<file path="config.mk">
export PLATFORM = sky130hd
export DESIGN_NAME = tmcg_expand
export DESIGN_NICKNAME = d
export VERILOG_FILES = /design/src/rtl/tmcg_pkg.sv /design/src/rtl/tmcg_expand.sv
export SDC_FILE = /design/constraint.sdc
export NUM_CORES = 1
export LEC_CHECK = 0
export BUFFER_PORTS_ARGS = -buffer_cell sky130_fd_sc_hd__buf_2
export CORE_AREA = 2 2 39 41
export DETAILED_ROUTE_END_ITERATION = 10
export DIE_AREA = 0 0 41 43
export GPL_TIMING_DRIVEN = 0
export PLACE_DENSITY_LB_ADDON = 0.12
export SYNTH_ARGS = -nofsm -noshare
export SYNTH_HDL_FRONTEND = slang
export SYNTH_SLANG_ARGS = --single-unit
</file>
<file path="constraint.sdc">
create_clock -name vclk -period 0.8
set_input_delay 0.04 -clock vclk [all_inputs]
set_output_delay 0.04 -clock vclk [all_outputs]
set_load 0.01 [all_outputs]
</file>
<file path="src/rtl/tmcg_pkg.sv">
// Shared definitions for the text-mode character generator.
// Holds the field widths, the item kind codes and the divider constants.
// No dependencies.
package tmcg_pkg;

  localparam int unsigned ActionW = 2;
  localparam int unsigned AddrW   = 11;
  localparam int unsigned DataW   = 8;
  localparam int unsigned LineW   = 9;
  localparam int unsigned ColW    = 5;
  localparam int unsigned PixelW  = 24;
  localparam int unsigned ColorW  = 3;

  // A line is at most 511 and a text row spans at least 16 lines.
  localparam int unsigned RowW    = 5;
  // Glyph row index for up to 16 rows per glyph.
  localparam int unsigned SliceW  = 4;
  // Fixed point shift of the reciprocal used to divide a line number.
  localparam int unsigned RecipShift = 16;
  localparam int unsigned ProdW   = 22;

  typedef enum logic [ActionW-1:0] {
    ACT_CHAR   = 2'd0,
    ACT_ATTR   = 2'd1,
    ACT_FONT   = 2'd2,
    ACT_RENDER = 2'd3
  } action_e;

endpackage

</file>
<file path="src/rtl/tmcg_expand.sv">
// Expands one font byte into eight 3-bit color indices, leftmost pixel first.
// Blanking forces an all-zero row. Depends on tmcg_pkg for widths.
module tmcg_expand (
  input  logic                        blank_i,
  input  logic [tmcg_pkg::DataW-1:0]  font_i,
  input  logic [tmcg_pkg::DataW-1:0]  attr_i,
  output logic [tmcg_pkg::PixelW-1:0] pixel_row_o
);

  logic [tmcg_pkg::ColorW-1:0] fg;
  logic [tmcg_pkg::ColorW-1:0] bg;

  assign fg = attr_i[6:4];
  assign bg = attr_i[2:0];

  always_comb begin
    pixel_row_o = '0;
    for (int i = 0; i < 8; i++) begin
      pixel_row_o[tmcg_pkg::PixelW - 1 - tmcg_pkg::ColorW * i -: tmcg_pkg::ColorW] =
        font_i[7 - i] ? fg : bg;
    end
    if (blank_i) begin
      pixel_row_o = '0;
    end
  end

endmodule

</file>
# Word level (Yosys, flattened, before mapping)
# Index checks and enable logic that the tools add are counted.
# classes
n_addsub	0
mul	0
div	0
order_cmp	0
eq_ne	0
shift	0
mux	9
bitwise_logic	0
reduce_logical	0
# op_table
cell	count
$mux 24	1
$mux 3	8
# totals
register_bits	0
latch_bits	0
ram_bits	0
rom_bits	0
input_bits	17
output_inout_bits	24
n_memories	0

# Logic depth before layout (Yosys ltp)
# logic_depth
word_depth	2
ltp_mapped	3
depth_no_buf	2

# Least setup slack after synthesis
# Ideal clock, no wire load.
# synth_path
kind	input port to output port
from	input attr_i[4] (netlist bit)
to	output pixel_row_o[0] (netlist bit)
arrival_time_ns	0.428
required_time_ns	0.760
setup_slack_ns	0.332
cell_stages	3
n_path_buf	1
path_cell_list	clkbuf_2 -> mux2i_1 -> nor2_1
# synth_via
elab_chain_len	2
# synth_rtl
item	line_no	rtl
start, declared	tmcg_expand.sv:6	input logic [tmcg_pkg::DataW-1:0] attr_i,
$mux 3	tmcg_expand.sv:20	font_i[7 - i] ? fg : bg;
$mux 24	tmcg_expand.sv:22	if (blank_i) begin
end, declared	tmcg_expand.sv:7	output logic [tmcg_pkg::PixelW-1:0] pixel_row_o
# No other way between the ends.

# Final worst setup path
# layout_path
from	input blank_i
to	output pixel_row_o[7] (netlist bit)
# layout_via
elab_chain_len	1
# layout_rtl
item	line_no	rtl
start, declared	tmcg_expand.sv:4	input logic blank_i,
$mux 24	tmcg_expand.sv:22	
# No other way between the ends.

==> run metrics <==
NumNets Final 108; Chip Height ~43 um; Crit Path Max Fanout 10; wire length per cell 10.7 um; CTS resizes 0; ratio of cells with drive above 1 in the final layout 46.1%; warnings from Yosys 0; placed insts ~110; CP max stage cell buf_2; io pins about 40; final setup TNS 0 ns; Rows 14; syn_nets 70; register area 0 um2; Final Critical Period about 0.60 ns; antenna diode count 0; Leak roughly 0.00037 uW; gpl congestion around 0.74; Worst path most repeated cell buf_2; sequential cell count 0; post-route antenna net violation count 0; Worst EP required roughly 0.76 ns; Core Region between 0.001 and 0.0015 mm2; VDD IR max about 0.25 mV; Remaining DRCs 0; area leader, netlist mux2i_1; Synth Instances 53; Setup crit end kind primary output; Seq/Total Area, Yosys 0%; Max-Cap Viols 0; WS Path Type in2out; fin cells 105; largest net degree at the start of global routing 11; final wirelength 1.13 mm; Area growth, synth to finish 54.4%; total die area roughly 0.0018 mm2; initial antenna violation count 0; cts hold-fix bufs 0; most frequent cells after synthesis 24 x mux2i_1, 24 x nor2_1, 3 x clkbuf_2, 2 x buf_6; vias per inst approximately 4.5; top-area cell type share of the netlist area roughly 65%; DRT Pass-1 Iters 3; final setup fails 0; critical path's top delay family buffers and inverters; DP Wirelength just under 900 um; min-delay worst type in2out; buffers and inverters on the worst path 3; DIE WIDTH 41 um; clock buffers 0; crit share post-route 74.9%; RSZ-0062 raised after global routing false; GRT Overall Usage between 10% and 20%; CP arrival between 0.5 and 0.6 ns; Worst-Margin Slew 0.185 ns; Starting Density between 20% and 30%; Critical Path, Cell by Cell buf_2 -> buf_6 -> nor2_1 -> buf_2; relative slew slack 87.6%; CP max stage delay between 0.1 and 0.15 ns; GRT overflow 0; Final Slew Violations 0; top cells by area, synth mux2i_1 65%, nor2_1 24%, buf_6 6.1%; via count approximately 480; postcts setup bufs 0; Avg Inst Size Synth ~6.9 um2; Hold Fails Final Rpt 0; synthesized area roughly 370 um2; initial detailed-routing violation count 5; max frequency between 1.5 and 2 GHz; status finished clean; Critical Path Start Type input pin; vias in the first global route about 370; Netlist cell types 4; # port buffers 36; wire length of the first global-routing pass between 1.5 and 2 mm; Power Density 605 mW/mm2
==> area by class of cell <==
cell class / count / area (um2)
buffer: 5 / 37.5
timing repair buffer: 36 / 180
fill: 160 / 816
tap: 16 / 20.0
multi-input combinational: 48 / 330
==> routing by layer <==
metal	global-route usage (%)	share of wire, %
met1	18.4	45
met2	19.7	50
met3	0	5.2
met4	0	0
met5	0	0
==> path summary, 6_finish.rpt <==
path / start / end / cells past startpoint / slack [ns]
hold / removal: blank_i / pixel_row_o[23] / 3 / 0.42
setup / recovery: blank_i / pixel_row_o[7] / 4 / 0.20
==> power by group <==
part / total (uW) / switching, uW / internal [uW]
combinational: 344 / 185 / 158
sequential: 0 / 0 / 0
clock: 0 / 0 / 0
total: 344 / 185 / 158
==> through the flow <==
| stage | hold WS, ns | total power [uW] | setup slack, ns | area [um2] | util [%] |
|---|---|---|---|---|---|
| after global routing | 0.435 | 375 | 0.123 | 568 | 41.0 |
| after CTS | 0.421 | 349 | 0.196 | 568 | 41.0 |
| after floorplan | 0.128 | 191 | 0.332 | 368 | - |
| after detailed placement | 0.417 | 347 | 0.202 | 568 | 41.0 |
| after global placement | 0.415 | 344 | 0.196 | 568 | 41.0 |
| final | 0.418 | 344 | 0.201 | 568 | 41.0 |
==> logic make-up (layout without fill, tap and decap cells) <==
kind of cell           count (synthesis)  count (layout)  synth area share, %
and+or+nand+nor                       24              24                 24.5
muxes                                 24              24                 65.3
buffers and inverters                  5              41                 10.2
==> placed cells by master, fill, tap and decap left out <==
| master | n |
|---|---|
| buf_2 | 36 |
| mux2i_1 | 24 |
| nor2_1 | 24 |
| clkbuf_2 | 3 |
| buf_6 | 2 |
Note: power is estimated with default switching activity, not from simulation.
